## src/rtl/clf_pkg.sv

```systemverilog
package clf_pkg;

    // Request kinds, carried on s_tuser
    typedef enum logic [2:0] {
        FUNC_INIT     = 3'd0,
        FUNC_RAW_CMD  = 3'd1,
        FUNC_RAW_DATA = 3'd2,
        FUNC_CHAR     = 3'd3,
        FUNC_UDEC     = 3'd4,
        FUNC_SDEC     = 3'd5,
        FUNC_HEX      = 3'd6,
        FUNC_BIN      = 3'd7
    } func_t;

    typedef enum logic [1:0] {
        BASE_DEC,
        BASE_HEX,
        BASE_BIN
    } base_t;

    typedef enum logic [2:0] {
        S_IDLE,
        S_INIT,
        S_RAW,
        S_CALC,
        S_CURSOR,
        S_CHAR,
        S_SIGN,
        S_DIGIT
    } state_t;

    localparam logic       RS_CMD  = 1'b0;
    localparam logic       RS_DATA = 1'b1;

    localparam logic [7:0] CMD_FUNC_SET   = 8'h38;
    localparam logic [7:0] CMD_DISP_ON    = 8'h0C;
    localparam logic [7:0] CMD_ENTRY_MODE = 8'h06;
    localparam logic [7:0] CMD_CLEAR      = 8'h01;
    localparam logic [7:0] CMD_SET_DDRAM  = 8'h80;
    localparam logic [7:0] ROW2_OFFSET    = 8'h40;

    localparam logic [7:0] CHAR_ZERO  = 8'h30;
    localparam logic [7:0] CHAR_A     = 8'h41;
    localparam logic [7:0] CHAR_PLUS  = 8'h2B;
    localparam logic [7:0] CHAR_MINUS = 8'h2D;

    // x / 10 == (x * 52429) >> 19 for every x below 81920
    localparam logic [16:0] DEC_RECIP = 17'd52429;
    localparam int          DEC_SHIFT = 19;

    localparam logic [1:0] INIT_LAST = 2'd3;

    function automatic logic [7:0] init_cmd(input logic [1:0] idx);
        logic [7:0] b;
        unique case (idx)
            2'd0:    b = CMD_FUNC_SET;
            2'd1:    b = CMD_DISP_ON;
            2'd2:    b = CMD_ENTRY_MODE;
            default: b = CMD_CLEAR;
        endcase
        return b;
    endfunction

    function automatic logic [7:0] digit_char(input logic [3:0] d);
        logic [7:0] c;
        if (d < 4'd10) begin
            c = CHAR_ZERO + {4'd0, d};
        end else begin
            c = CHAR_A + {4'd0, d} - 8'd10;
        end
        return c;
    endfunction

endpackage

```

## src/rtl/clf_digit_unit.sv

```systemverilog
module clf_digit_unit (
    input  logic [15:0]         mag,
    input  clf_pkg::base_t      base,
    output logic [15:0]         quot,
    output logic [3:0]          digit
);
    import clf_pkg::*;

    logic [33:0] prod;
    logic [13:0] q_dec;
    logic [16:0] q_times10;
    logic [16:0] rem_dec;

    // divide by ten through the reciprocal; remainder by shift-add back-multiply
    assign prod      = {1'b0, mag} * DEC_RECIP;
    assign q_dec     = prod[DEC_SHIFT +: 14];
    assign q_times10 = {q_dec, 3'b000} + {2'b00, q_dec, 1'b0};
    assign rem_dec   = {1'b0, mag} - q_times10;

    always_comb begin
        unique case (base)
            BASE_HEX: begin
                quot  = {4'd0, mag[15:4]};
                digit = mag[3:0];
            end
            BASE_BIN: begin
                quot  = {1'b0, mag[15:1]};
                digit = {3'd0, mag[0]};
            end
            default: begin
                quot  = {2'd0, q_dec};
                digit = rem_dec[3:0];
            end
        endcase
    end

endmodule

```

## src/rtl/char_lcd_number_formatter_top.sv

```systemverilog
// Channel   Dir  tdata (low bit up)                         tuser        tlast
// s_*       in   line[1:0] column[6:2] value[22:7]          func[2:0]    -
//                length[27:23], [31:28] unused
// m_*       out  bus_byte[7:0]                              reg_select   last write
//
// One request at a time; s_tready is high only while the sequencer is idle.
// Writes per request: init four commands, raw one byte, char a cursor command and
// the character, numbers a cursor command, a sign if signed and N digits, N = digits
// printed; the single divide-by-base unit first makes one digit per cycle.
// Each write waits in the m_* register until taken; m_tready low stalls the sequencer.
// aresetn is synchronous, active low; it clears the sequencer and m_tvalid.
module char_lcd_number_formatter_top #(
    parameter int MAX_DIGITS = 16
) (
    input  logic        aclk,
    input  logic        aresetn,

    input  logic        s_tvalid,
    output logic        s_tready,
    input  logic [31:0] s_tdata,   // line[1:0], column[6:2], value[22:7], length[27:23]
    input  logic [2:0]  s_tuser,   // func[2:0]

    output logic        m_tvalid,
    input  logic        m_tready,
    output logic [7:0]  m_tdata,   // bus_byte[7:0]
    output logic        m_tuser,   // reg_select
    output logic        m_tlast
);
    import clf_pkg::*;

    localparam int IDX_W = (MAX_DIGITS > 1) ? $clog2(MAX_DIGITS) : 1;
    localparam int CNT_W = $clog2(MAX_DIGITS + 1);

    // input fields
    logic [1:0]  in_line;
    logic [4:0]  in_column;
    logic [15:0] in_value;
    logic [4:0]  in_length;

    assign in_line   = s_tdata[1:0];
    assign in_column = s_tdata[6:2];
    assign in_value  = s_tdata[22:7];
    assign in_length = s_tdata[27:23];

    state_t            state_reg, state_next;
    func_t             func_reg;
    logic [7:0]        cursor_reg;
    logic [7:0]        byte_reg;
    logic              neg_reg;
    logic [15:0]       mag_reg;
    logic [CNT_W-1:0]  len_reg;
    logic [CNT_W-1:0]  cnt_reg, cnt_next;
    logic [3:0]        digs_reg [MAX_DIGITS];

    logic              m_valid_reg;
    logic [7:0]        m_byte_reg;
    logic              m_rs_reg;
    logic              m_last_reg;

    logic              accept;
    logic              out_free;
    logic              emit_go;
    logic              emit_rs;
    logic [7:0]        emit_byte;
    logic              emit_last;

    logic [7:0]        cursor_in;
    logic [CNT_W-1:0]  len_in;
    logic [15:0]       mag_in;

    base_t             base_sel;
    logic [15:0]       quot;
    logic [3:0]        digit;
    logic [CNT_W-1:0]  cnt_dec;

    assign s_tready = (state_reg == S_IDLE);
    assign accept   = s_tvalid && s_tready;
    assign out_free = !m_valid_reg || m_tready;
    assign cnt_dec  = cnt_reg - CNT_W'(1);

    // cursor address wraps modulo 256
    assign cursor_in = CMD_SET_DDRAM |
                       (({3'd0, in_column} - 8'd1) + ((in_line != 2'd1) ? ROW2_OFFSET : 8'd0));

    assign len_in = (int'(in_length) > MAX_DIGITS) ? CNT_W'(MAX_DIGITS)
                                                   : in_length[CNT_W-1:0];

    assign mag_in = (func_t'(s_tuser) == FUNC_SDEC && in_value[15]) ? (~in_value + 16'd1)
                                                                     : in_value;

    always_comb begin
        priority if (func_reg == FUNC_HEX) begin
            base_sel = BASE_HEX;
        end else if (func_reg == FUNC_BIN) begin
            base_sel = BASE_BIN;
        end else begin
            base_sel = BASE_DEC;
        end
    end

    clf_digit_unit u_digit (
        .mag   (mag_reg),
        .base  (base_sel),
        .quot  (quot),
        .digit (digit)
    );

    // sequencer
    always_comb begin
        state_next = state_reg;
        cnt_next   = cnt_reg;
        emit_go    = 1'b0;
        emit_rs    = RS_CMD;
        emit_byte  = cursor_reg;
        emit_last  = 1'b0;

        unique case (state_reg)
            S_IDLE: begin
                if (accept) begin
                    cnt_next = '0;
                    unique case (func_t'(s_tuser))
                        FUNC_INIT:                   state_next = S_INIT;
                        FUNC_RAW_CMD, FUNC_RAW_DATA: state_next = S_RAW;
                        FUNC_CHAR:                   state_next = S_CURSOR;
                        default: begin
                            state_next = (len_in == '0) ? S_CURSOR : S_CALC;
                        end
                    endcase
                end
            end
            S_INIT: begin
                emit_byte = init_cmd(cnt_reg[1:0]);
                emit_last = (cnt_reg[1:0] == INIT_LAST);
                if (out_free) begin
                    emit_go  = 1'b1;
                    cnt_next = cnt_reg + CNT_W'(1);
                    if (emit_last) begin
                        state_next = S_IDLE;
                    end
                end
            end
            S_RAW: begin
                emit_rs   = (func_reg == FUNC_RAW_DATA) ? RS_DATA : RS_CMD;
                emit_byte = byte_reg;
                emit_last = 1'b1;
                if (out_free) begin
                    emit_go    = 1'b1;
                    state_next = S_IDLE;
                end
            end
            S_CALC: begin
                // one digit per cycle, least significant first
                cnt_next = cnt_reg + CNT_W'(1);
                if (cnt_next == len_reg) begin
                    state_next = S_CURSOR;
                end
            end
            S_CURSOR: begin
                emit_byte = cursor_reg;
                emit_last = (func_reg != FUNC_CHAR) && (func_reg != FUNC_SDEC) &&
                            (len_reg == '0);
                if (out_free) begin
                    emit_go = 1'b1;
                    priority if (func_reg == FUNC_CHAR) begin
                        state_next = S_CHAR;
                    end else if (func_reg == FUNC_SDEC) begin
                        state_next = S_SIGN;
                    end else if (len_reg == '0) begin
                        state_next = S_IDLE;
                    end else begin
                        state_next = S_DIGIT;
                    end
                end
            end
            S_CHAR: begin
                emit_rs   = RS_DATA;
                emit_byte = byte_reg;
                emit_last = 1'b1;
                if (out_free) begin
                    emit_go    = 1'b1;
                    state_next = S_IDLE;
                end
            end
            S_SIGN: begin
                emit_rs   = RS_DATA;
                emit_byte = neg_reg ? CHAR_MINUS : CHAR_PLUS;
                emit_last = (len_reg == '0);
                if (out_free) begin
                    emit_go    = 1'b1;
                    state_next = emit_last ? S_IDLE : S_DIGIT;
                end
            end
            S_DIGIT: begin
                // most significant first: cnt counts down from len
                emit_rs   = RS_DATA;
                emit_byte = digit_char(digs_reg[cnt_dec[IDX_W-1:0]]);
                emit_last = (cnt_reg == CNT_W'(1));
                if (out_free) begin
                    emit_go  = 1'b1;
                    cnt_next = cnt_dec;
                    if (emit_last) begin
                        state_next = S_IDLE;
                    end
                end
            end
            default: begin
                state_next = S_IDLE;
            end
        endcase
    end

    always_ff @(posedge aclk) begin
        if (!aresetn) begin
            state_reg   <= S_IDLE;
            cnt_reg     <= '0;
            m_valid_reg <= 1'b0;
        end else begin
            state_reg <= state_next;
            cnt_reg   <= cnt_next;
            if (emit_go) begin
                m_valid_reg <= 1'b1;
            end else if (m_tready) begin
                m_valid_reg <= 1'b0;
            end
        end
    end

    // request payload
    always_ff @(posedge aclk) begin
        if (accept) begin
            func_reg   <= func_t'(s_tuser);
            cursor_reg <= cursor_in;
            byte_reg   <= in_value[7:0];
            neg_reg    <= in_value[15];
            len_reg    <= len_in;
            mag_reg    <= mag_in;
        end else if (state_reg == S_CALC) begin
            mag_reg <= quot;
        end
    end

    always_ff @(posedge aclk) begin
        if (state_reg == S_CALC) begin
            digs_reg[cnt_reg[IDX_W-1:0]] <= digit;
        end
    end

    always_ff @(posedge aclk) begin
        if (emit_go) begin
            m_byte_reg <= emit_byte;
            m_rs_reg   <= emit_rs;
            m_last_reg <= emit_last;
        end
    end

    assign m_tvalid = m_valid_reg;
    assign m_tdata  = m_byte_reg;
    assign m_tuser  = m_rs_reg;
    assign m_tlast  = m_last_reg;

endmodule
```

## config.mk

```make
export PLATFORM = sky130hd
export DESIGN_NAME = char_lcd_number_formatter_top
export DESIGN_NICKNAME = d
export VERILOG_FILES = /design/src/rtl/clf_pkg.sv /design/src/rtl/clf_digit_unit.sv /design/src/rtl/char_lcd_number_formatter_top.sv
export SDC_FILE = /design/constraint.sdc
export NUM_CORES = 1
export LEC_CHECK = 0
export ABC_CLOCK_PERIOD_IN_PS = 7210
export BUFFER_PORTS_ARGS = -buffer_cell sky130_fd_sc_hd__buf_2
export CAP_MARGIN = 30
export CORE_MARGIN = 2
export CORE_UTILIZATION = 45
export DETAILED_ROUTE_END_ITERATION = 7
export PLACE_DENSITY = 0.66
export SLEW_MARGIN = 20
export SYNTH_ARGS = -nofsm -noshare
export SYNTH_HDL_FRONTEND = slang
export SYNTH_SLANG_ARGS = --single-unit
```

## constraint.sdc

```tcl
create_clock -name aclk -period 7.21 [get_ports aclk]
set_input_delay 1.8025 -clock aclk [delete_from_list [all_inputs] [get_ports aclk]]
set_output_delay 1.8025 -clock aclk [all_outputs]
set_load 0.02 [all_outputs]
```

==> summary.txt <==
Logic synthesis
  • Synth cell types: 81
  • Register area share after synthesis: 31.9%
  • Prevailing post-synth register cell: edfxtp_1
  • Most common cell in the netlist: inv_1
  • Flops & latches, synth: 123
  • Avg Inst Size Synth: 10.7 um^2
  • Ys async rst share: 0%
  • Post-synth top cells: 169 x inv_1, 142 x ha_1, 114 x edfxtp_1
  • Netlist Area Pre-Place: 11,300 um^2
  • Yosys top cell area share: 30.3%
  • Top cells by area, synth: edfxtp_1 30%, ha_1 16%, fa_1 14%
  • Cell count after synthesis: 1,054
  • Top cell type by total area after synthesis: edfxtp_1
  • Synth warnings: 0
  • EDFF count, synth: 114
  • Syn nets: 1,315

Drt
  • DR top layer: met4
  • Drt pass-1 iters: 7
  • WL per Instance: 18.2 um
  • Drt first-iter violations: 571
  • Met2 routed WL: 13,600 um
  • Via density: 5.44
  • Drt drc: 0
  • Met3 wire length: 1080 um
  • Routed WL: 27,900 um
  • WL met1: 12,500 um
  • Vias: 8,321
  • Final antenna-violating net count: 0

Global route
  • Largest net degree at the start of global routing: 43
  • Initial antenna violation count: 1
  • First-pass GRT wire length: 44,800 um
  • Total gr overflow: 0
  • Number of global-route vias before repair: 8,386
  • Aggregate global-route resource usage: 22.2%

STA
  • FMAX: 144 MHz
  • Slew Limit Fails: 0
  • Final Hold Viols: 0
  • Final setup fails: 0
  • Clock Skew: 11.9 ps
  • Fin crit period: 6950 ps
  • Slew @ Worst Pin: 885 ps
  • Final period util: 96.3%
  • Relative slew margins: 40.9%

Clocking
  • Clock sink total: 123
  • Deepest clock path buffer count: 2
  • Num CTS Buffers: 17
  • Clk Latency, worst-skew pair: 420 ps
  • Post-CTS Hold Fix Bufs: 0
  • Clock transition at path regs: 60 ps
  • Htree depth: 4
  • TritonCTS clock tree: built
  • CTS root buffer: clkbuf_16

Die
  • FP Rows: 57
  • Die area: 26,400 um^2
  • Die X: 162 um
  • Placeable core area: 24,500 um^2
  • Die height: 162 um
  • Starting Density: 46.2%
  • Boundary Pins: 51

Final layout
  • Area grow syn2layout: 18.3%
  • Share of cells above drive strength 1: 20.0%
  • Nets@finish: 1,453
  • Final Util: 54.6%
  • Max FFs per register: 64

Worst setup path
  • Critical path class: reg2reg
  • Most used cell, CP: fa_1
  • Crit-path slowest cell: fa_1
  • CP Max Fanout: 6
  • Critical Path Start Type: flop
  • Max incr delay on CP: 540 ps
  • Arr. time, crit path: 7110 ps
  • Required @ worst endpoint: 7370 ps
  • Crit end category: flop

Status
  • Status: completed

Placement
  • Post-DP HPWL: 22,500 um
  • Port Buffers: 46
  • Gpl congestion: 0.928

Run
  • Max-Cap Viols: 0

Worst hold path
  • Hold Crit Class: reg2reg
[cells by family after synthesis]
kind of cell	synth area share [%]
simple gates	9.46
buf+inv	7.29
xor+xnor	4.30
compound gates	11.3
mux	5.73
flops	31.9
fa+ha+maj	30.0
[routing by layer]
| layer | vias up | track usage, % |
|---|---|---|
| met5 | - | 0 |
| met4 | 0 | 7.60 |
| met3 | 50 | 3.18 |
| met2 | 219 | 37.4 |
| met1 | 4078 | 29.6 |
| li1 | 3974 | - |
[critical path, delay by kind of cell, from the launching register on]
kind                     cells  cell delay, ps
multiplexers                 1             190
AO/OA/AOI/OAI                7            1150
buffers and inverters        6             540
XOR/XNOR                     2             520
flip-flops                   1             460
AND/OR/NAND/NOR              3             520
adder cells (fa/ha/maj)      8            3320
[layout make-up]
cell class                 count  area (um^2)
antenna                        1         2.50
clock buffer                  17          425
clock inverter                15          165
fill                        2135        11100
inverter                     172          646
multi-input combinational    724         7040
sequential                   123         3600
tap                          324          405
timing repair buffer         154         1070
[through the flow]
| step | instance area (um^2) | setup WS, ps | instances | setup TNS [ps] | hold slack (ps) |
|---|---|---|---|---|---|
| 4_1_cts | 13200 | 36.7 | 1522 | 0 | 544 |
| 2_1_floorplan | 11300 | 277 | 1054 | 0 | 491 |
| 5_1_grt | 13400 | -31.3 | 1529 | -325 | 594 |
| 6_report | 13400 | 263 | 1530 | 0 | 550 |
| 3_3_place_gp | 12400 | -820 | 1481 | -13110 | 522 |
| 3_5_place_dp | 12500 | -898 | 1482 | -14360 | 534 |
[path summary, 6_finish.rpt]
path,start,end,slack (ps),cells after the start
setup / recovery,mag_reg[2]$_DFFE_PP_,digs_reg[2][3]$_DFFE_PP_,260,27
hold / removal,cnt_reg[4]$_SDFFE_PN0P_,cnt_reg[4]$_SDFFE_PN0P_,550,2
setup reg to reg,mag_reg[2]$_DFFE_PP_,digs_reg[2][3]$_DFFE_PP_,260,27
hold reg to reg,cnt_reg[4]$_SDFFE_PN0P_,cnt_reg[4]$_SDFFE_PN0P_,550,2
[timing repair]
item,in CTS,in global routing
setup buffers,8,4
resized for setup,9,21
gates cloned,0,1
pin swaps,7,18
endpoints found under the setup margin,16,16
[cells in the final DEF (no fill, tap or decap), types with 5 or more instances in the layout]
cell         n
inv_1      169
ha_1       135
edfxtp_1   114
buf_4      100
fa_1        80
a21oi_1     57
nand2_1     55
nor2_1      51
buf_2       46
o21ai_0     41
xnor2_1     31
mux2i_1     19
clkbuf_16   17
nor3_1      15
nor2b_1     14
mux4_2      14
xor2_1      14
nand2b_1    11
nand3_1     11
a21o_1      11
o211ai_1    10
or3_1        9
dfxtp_1      9
nand4_1      8
and3_1       6
a22oi_1      6
o22ai_1      6
and2_1       6
ha_4         6
o21a_1       5
o21ai_1      5
a211oi_1     5
buf_6        5
Power is left out: the tool's default activity adds up to more than one toggle a clock period on the data nets, which glitch-free logic cannot reach.
